### config.mk
export PLATFORM = sky130hd
export DESIGN_NAME = hspu_div
export DESIGN_NICKNAME = d
export VERILOG_FILES = /design/src/rtl/hspu_pkg.sv /design/src/rtl/hspu_div.sv
export SDC_FILE = /design/constraint.sdc
export NUM_CORES = 2
export LEC_CHECK = 0
export ABC_AREA = 1
export BUFFER_PORTS_ARGS = -buffer_cell sky130_fd_sc_hd__buf_2
export CAP_MARGIN = 30
export CORE_UTILIZATION = 55
export CTS_BUF_LIST = sky130_fd_sc_hd__clkbuf_16
export DETAILED_ROUTE_END_ITERATION = 10
export GPL_TIMING_DRIVEN = 1
export PLACE_DENSITY = 0.72
export SYNTH_ARGS = -nofsm -noshare
export SYNTH_HDL_FRONTEND = slang
export SYNTH_SLANG_ARGS = --single-unit
### constraint.sdc
create_clock -name clk -period 4.7 [get_ports clk]
set_clock_uncertainty 0.1 [all_clocks]
set_input_delay 1.41 -clock clk [delete_from_list [all_inputs] [get_ports clk]]
set_output_delay 1.41 -clock clk [all_outputs]
set_load 0.02 [all_outputs]
### src/rtl/hspu_pkg.sv
// ----------------------------------------------------------------------------
// hspu_pkg
// Widths, constants and register indexes shared by the Horn slope pipeline.
// ----------------------------------------------------------------------------
package hspu_pkg;

  localparam int ELEV_W     = 20;
  localparam int GRAD_W     = ELEV_W + 3;
  localparam int MAG_W      = GRAD_W - 1;
  localparam int CELL_W     = 16;
  localparam int SCALE_W    = 12;
  localparam int PROD_W     = MAG_W + SCALE_W;
  localparam int FRAC_BITS  = 7;
  localparam int OUT_W      = 24;
  localparam int QUO_W      = OUT_W + FRAC_BITS;
  localparam int REM_W      = PROD_W + FRAC_BITS;
  localparam int DIV_LAT    = QUO_W + 1;
  localparam int SQ_W       = 2 * QUO_W;
  localparam int RAD_W      = SQ_W + 1 - 2 * FRAC_BITS;
  localparam int SQRT_STEPS = (RAD_W + 1) / 2;
  localparam int ROOT_W     = RAD_W + 1;
  localparam int NUM_STAGES = 2 + DIV_LAT + 2 + SQRT_STEPS;
  localparam int CFG_IDX_W  = 1;

  localparam logic [SCALE_W-1:0] PCT_SCALE  = 12'd3200;
  localparam logic [CELL_W-1:0]  CELL_RESET = 16'd160;
  localparam logic [OUT_W-1:0]   OUT_MAX    = 24'hFFFFFF;

  localparam logic [CFG_IDX_W-1:0] REG_CELL_WIDTH  = 1'b0;
  localparam logic [CFG_IDX_W-1:0] REG_CELL_HEIGHT = 1'b1;

endpackage

### src/rtl/hspu_div.sv
// ----------------------------------------------------------------------------
// hspu_div
// Pipelined restoring divider: floor(num * 2^FRAC_BITS / divisor), one quotient
// bit per stage, with overflow detect and a zero-divisor result of zero.
// ----------------------------------------------------------------------------
module hspu_div
  import hspu_pkg::*;
(
  input  logic              clk,
  input  logic              en,
  input  logic [CELL_W-1:0] divisor,
  input  logic [PROD_W-1:0] num,
  output logic [QUO_W-1:0]  quo,
  output logic              ovf
);

  localparam int OVF_W = CELL_W + QUO_W - FRAC_BITS;
  localparam int CMP_W = CELL_W + QUO_W + 1;

  logic [REM_W-1:0] rem   [0:QUO_W];
  logic [QUO_W-1:0] quo_s [0:QUO_W];
  logic             kill  [0:QUO_W];
  logic             ovf_s [0:QUO_W];

  logic ovf_in;

  always_comb begin
    ovf_in = (divisor != '0) && (OVF_W'(num) >= {divisor, {(QUO_W - FRAC_BITS){1'b0}}});
  end

  always_ff @(posedge clk) begin
    if (en) begin
      rem[0]   <= {num, {FRAC_BITS{1'b0}}};
      quo_s[0] <= '0;
      ovf_s[0] <= ovf_in;
      kill[0]  <= (divisor == '0) || ovf_in;
    end
  end

  for (genvar j = 1; j <= QUO_W; j++) begin : g_step
    localparam int K = QUO_W - j;
    logic [CMP_W-1:0] dv;
    logic [CMP_W-1:0] trial;
    logic             take;
    logic [QUO_W-1:0] q_next;
    logic [REM_W-1:0] r_next;

    always_comb begin
      dv        = CMP_W'(divisor) << K;
      trial     = CMP_W'(rem[j-1]);
      take      = trial >= dv;
      q_next    = quo_s[j-1];
      q_next[K] = take;
      r_next    = take ? REM_W'(trial - dv) : rem[j-1];
    end

    always_ff @(posedge clk) begin
      if (en) begin
        rem[j]   <= r_next;
        quo_s[j] <= q_next;
        ovf_s[j] <= ovf_s[j-1];
        kill[j]  <= kill[j-1];
      end
    end
  end

  assign quo = kill[QUO_W] ? '0 : quo_s[QUO_W];
  assign ovf = ovf_s[QUO_W];

endmodule

## Word-level counts from Yosys, hierarchy flattened

Memory sizes are Yosys's and may differ from the RTL's.
Index checks and enable logic that the tools add are counted.

- Register bits after elaboration: 0
- Memory bits (writable): 2368
- Memories kept: 4
- Output and inout port bits: 32
- Logic and storage cells: 105

- Reduce and logical (&&, ||, !) cells: 4
- Add/sub/neg operators: 31
- Mux-type cells: 34
- Order comparisons: 32

Memory list:

| name | words | bits a word | read ports | clocked after Yosys merged registers in | wr ports | line | RTL |
|---|---|---|---|---|---|---|---|
| rem | 32 | 41 | 31 | 0 | 32 | hspu_div.sv:20 | `logic [REM_W-1:0] rem [0:QUO_W];` |
| quo_s | 32 | 31 | 32 | 0 | 32 | hspu_div.sv:21 | `logic [QUO_W-1:0] quo_s [0:QUO_W];` |
| kill | 32 | 1 | 32 | 0 | 32 | hspu_div.sv:22 | `logic kill [0:QUO_W];` |
| ovf_s | 32 | 1 | 32 | 0 | 32 | hspu_div.sv:23 | `logic ovf_s [0:QUO_W];` |

Operator list:

| operator | count |
|---|---|
| $mux W41 | 31 |
| $sub A41 B41 Y41 | 6 |
| $ge A41 B46 Y1 | 1 |
| $ge A41 B45 Y1 | 1 |
| $ge A41 B44 Y1 | 1 |
| $ge A41 B43 Y1 | 1 |
| $ge A41 B42 Y1 | 1 |
| $ge A41 B16 Y1 | 1 |
| $ge A41 B17 Y1 | 1 |
| $ge A41 B18 Y1 | 1 |
| $ge A41 B19 Y1 | 1 |
| $ge A41 B20 Y1 | 1 |
| $ge A41 B21 Y1 | 1 |
| $ge A41 B22 Y1 | 1 |
| $ge A41 B23 Y1 | 1 |
| $ge A41 B24 Y1 | 1 |
| $ge A41 B25 Y1 | 1 |
| $ge A41 B26 Y1 | 1 |
| $ge A41 B27 Y1 | 1 |
| $ge A41 B28 Y1 | 1 |
| $ge A41 B29 Y1 | 1 |
| $ge A41 B30 Y1 | 1 |
| $ge A41 B31 Y1 | 1 |
| $ge A41 B32 Y1 | 1 |
| other kinds (41) | 42 |

## Longest topological paths before layout

- Depth in word-level cells: 3
- Mapped depth: 16

## Worst setup path after synthesis

No wires, ideal clock.

- Kind: input port to flip-flop
- Start: in divisor[1]
- End: mem rem[27][4] (netlist bit), data pin
- Stages on the path: 13
- Arrival time: 3.625 ns
- Buffers on the path: 1
- Required time: 4.332 ns
- Slack: 0.707 ns
- Setup time: 0.268 ns
- Cells stage by stage: inv_1 -> ha_1 -> nand3_2 -> nand3_2 -> nand2_1 -> nand2_2 -> nand2_2 -> nand2_4 -> nand2_4 -> nand2_4 -> nor2_8 -> buf_6 -> nor2_1

RTL lines:

| element | line | RTL |
|---|---|---|
| from (decl) | hspu_div.sv:11 | `input logic [CELL_W-1:0] divisor,` |
| to (decl) | hspu_div.sv:20 |  |

==> results by group <==
Flow run
  • Max_cap viols: 0

Layout
  • Design Area, Final: 0.1094 mm^2
  • Layout filler cell count: around 15k
  • Nets: 12.52k
  • Area Growth Syn to Fin: 10.60%
  • Layout cells sized above 1: 7.663%

Clocking
  • # Post-CTS Setup Buffers: 0
  • # clock sinks: 1,635
  • Worst-Skew Late Latency: 0.85 ns
  • CTS tree: built
  • Clk slew on worst S/H paths: 0.06 ns
  • Cts hold-fix bufs: 0
  • Num CTS Buffers: ~180
  • H-tree levels: 4
  • CTS root buf: clkbuf_16
  • Post-CTS resize count: 0
  • Max clock buf depth: 3

Global routing
  • Congestion Overflow GR: 0
  • Pin count of the biggest net entering global routing: 99
  • Number of global-route vias before repair: 77.15k
  • First-pass GRT wire length: 439.1 mm
  • Initial antenna violation count: 4
  • All-layer global routing usage: 31.31%

Pwr
  • Power Total: 58,230 uW
  • Cell internal pwr: approximately 35,000 uW
  • Pleak: 0.04755 uW
  • Power Dens Cells: 532.3 mW/mm^2
  • P_sw: roughly 23,000 uW
  • Max IR drop VDD: 0.4384 mV
  • Logic pwr share: 37.7%
  • Clock group share of total power: 24.3%
  • Flop pwr share: 38.0%
  • Switching power share of the total: 39.64%

Floorplanning
  • Number of placement rows: 155
  • IO Pins: 84
  • Vert. Die Dim: 426.1 um
  • Initial core utilization: approximately 55%
  • Die W: ~430 um
  • Placeable core area: 0.1786 mm^2
  • Die area: 0.1815 mm^2

Placement
  • Port bufs: 83
  • GP Congestion: between 0.9 and 1
  • Detail Placement HPWL: 222.8 mm
  • Placed cell areas: a little over 0.1 mm^2

Synthesis
  • Synth top area share: 49.64%
  • Complex-gate fraction of the synthesized area: 6.774%
  • Main flop type after synthesis: edfxtp_1
  • Synth Area in Adders: 6.806%
  • Mapped Cells: 11.60k
  • Top cell type by total area after synthesis: edfxtp_1
  • Number of synthesized flops with an enable pin: 1,635
  • Largest family of logic cells by synthesized area: simple AND/OR/NAND/NOR gates
  • Count leader, synth: nand2_1
  • Post-Syn Nets: ~12k
  • Synth top area cells: edfxtp_1 (50%), nand2_1 (14%), ha_1 (6.2%), inv_1 (5.5%), nor2_1 (4.5%)
  • Top cells by count, synth: nand2_1 (3,695), edfxtp_1 (1,635), inv_1 (1,444)
  • Share of synthesized registers carrying an async set or reset: 0%
  • Simple-gate share of the synthesized area: around 27%
  • Mapped Area: about 0.099 mm^2
  • Post-Synth XOR/XNOR Area: roughly 3.0%
  • Syn_area_per_cell: 8.525 um^2
  • Post-synthesis register bit count: ~1.6k
  • Mux share of post-synthesis cell area: 0%
  • Synth unique cells: 67
  • Warnings from Yosys: 0
  • Sequential area share after synthesis: 49.64%

STA
  • Slew Viols, Final: 0
  • Final period util: about 87%
  • Worst slew pin tran: ~1.0 ns
  • Hold Fails Final Rpt: 0
  • Number of setup violations in the final report: 0
  • Fmax: 245.1 MHz
  • Setup TNS: 0 ns
  • Setup repair after global routing missed its margin: false
  • Fin crit period: 4.081 ns
  • Slew HR: 30.23%

Critical path
  • Max Fanout on Critical Path: 18
  • CP Depth: 3
  • CP max stage delay: 0.67 ns
  • Worst setup path startpoint: kill[31]$_DFFE_PP_
  • Slowest stage cell on the critical path: edfxtp_1
  • Reg2reg start: rem[14][21]$_DFFE_PP_
  • R2r setup slk: 1.85 ns
  • CP top delay family: flip-flops
  • WP data arrival: approximately 2.6 ns
  • Worst Path Required: approximately 3.2 ns
  • CP Class: flop to output pin
  • Buf/Inv on CP: 2
  • CP endpoint kind: output pin
  • R2R depth: 10
  • Startpoint Class: flop
  • Sequence of cells on the critical path: buf_4 > nor2_1 > buf_2

Route
  • Initial DRC count: 7,406
  • TritonRoute pass-1 iters: 7
  • DR WL/cell: 19.91 um
  • Routed Antenna Nets: 0
  • Vias per Instance: about 5.6
  • Drt total wl: 287.7 mm
  • # DRC: 0
  • Vias: between 80k and 90k

Run status
  • Status: finished clean

Worst hold path
  • Min-delay src: quo_s[6][43]$_DFFE_PP_
  • Hold Path Class: flop to flop
  • WHS Path Cells: 0
-- per-stage QoR --
stage / worst slack, ns / cells / util [%] / hold WS, ns
floorplan: 0.7070 / 11600 / - / 0.3003
global placement: 0.2478 / 14120 / 57.89 / 0.3001
detailed placement: 0.2202 / 14120 / 57.89 / 0.3045
CTS: 0.5628 / 14450 / 61.24 / 0.3111
global route: 0.5609 / 14450 / 61.24 / 0.3112
finish: 0.6194 / 14450 / 61.24 / 0.3106
-- layer usage --
layer	routed length, um	GRT usage [%]	vias to the layer above
met5	10	0	-
met3	20810	4.479	536
met4	9400	9.922	2
met2	132200	50.74	3081
li1	-	-	39400
met1	125300	43.37	37950
-- layout by cell type (no fill, tap or decap), types with 10 or more instances in the layout --
cell and count:
a21o_1 20, a21oi_1 561, a21oi_2 89, and2_1 21
buf_12 60, buf_2 81, buf_4 136, bufinv_16 16
clkbuf_16 180, clkinv_1 26, clkinv_2 30, clkinv_4 11
clkinvlp_4 18, edfxtp_1 1635, fa_1 30, ha_1 490
inv_1 1454, inv_2 38, inv_6 13, nand2_1 3695
nand2_2 65, nand2_4 10, nand3_1 768, nand3_2 19
nand3b_1 59, nand4_1 225, nor2_1 1174, nor2_2 29
nor2_4 13, nor3_1 160, nor4_1 45, o211ai_1 10
o21a_1 10, o21ai_0 324, o21ai_1 50, o21ai_2 53
o21bai_1 34, or2_2 21, xnor2_1 128, xor2_1 212
-- final timing paths --
| path | to |
|---|---|
| setup reg to reg | rem[15][23]$_DFFE_PP_ |
| hold reg to reg | quo_s[6][74]$_DFFE_PP_ |
| setup / recovery | quo[11] |
| hold / removal | quo_s[6][74]$_DFFE_PP_ |
-- sequential cells by signal, indices dropped and copies added (netlist names) --
name / count
rem: 1075
ovf_s: 32
quo_s: 496
kill: 32
-- power by group through the flow --
| stage | clock network, uW | registers (uW) | logic (uW) |
|---|---|---|---|
| 2_1_floorplan | 0 | 21000 | 16000 |
| 3_3_place_gp | 0 | 22300 | 21300 |
| 3_5_place_dp | 0 | 22300 | 21500 |
| 4_1_cts | 14400 | 22100 | 21600 |
| 5_1_grt | 15000 | 22300 | 24600 |
| 6_report | 14200 | 22100 | 21900 |
-- kinds of logic after synthesis --
kind of cell / after synthesis
buf+inv: 1588
compound gates: 1177
simple gates: 6342
xor+xnor: 340
fa+ha+maj: 520
flops: 1635
-- area by class of cell --
| cell class | instances | area, um^2 | share of cell area [%] |
|---|---|---|---|
| clock buffers | 180 | 4504 | 4.118 |
| well taps | 2355 | 2947 | 2.694 |
| repair buffers | 277 | 2628 | 2.402 |
| diodes | 2 | 5.005 | 0.004575 |
| clock inverters | 150 | 1480 | 1.353 |
| multi-input cells | 8379 | 43160 | 39.46 |
| inverters | 1476 | 5569 | 5.091 |
| flip-flops and latches | 1635 | 49100 | 44.88 |
-- worst reg2reg max path: cells and delay by family, from the launching register on --
| family | cells | cell delay (ns) |
|---|---|---|
| flops | 1 | 0.42 |
| buf+inv | 2 | 0.33 |
| fa+ha+maj | 1 | 0.39 |
| simple gates | 7 | 1.35 |
No activity file was read; power rests on OpenSTA's default activity.
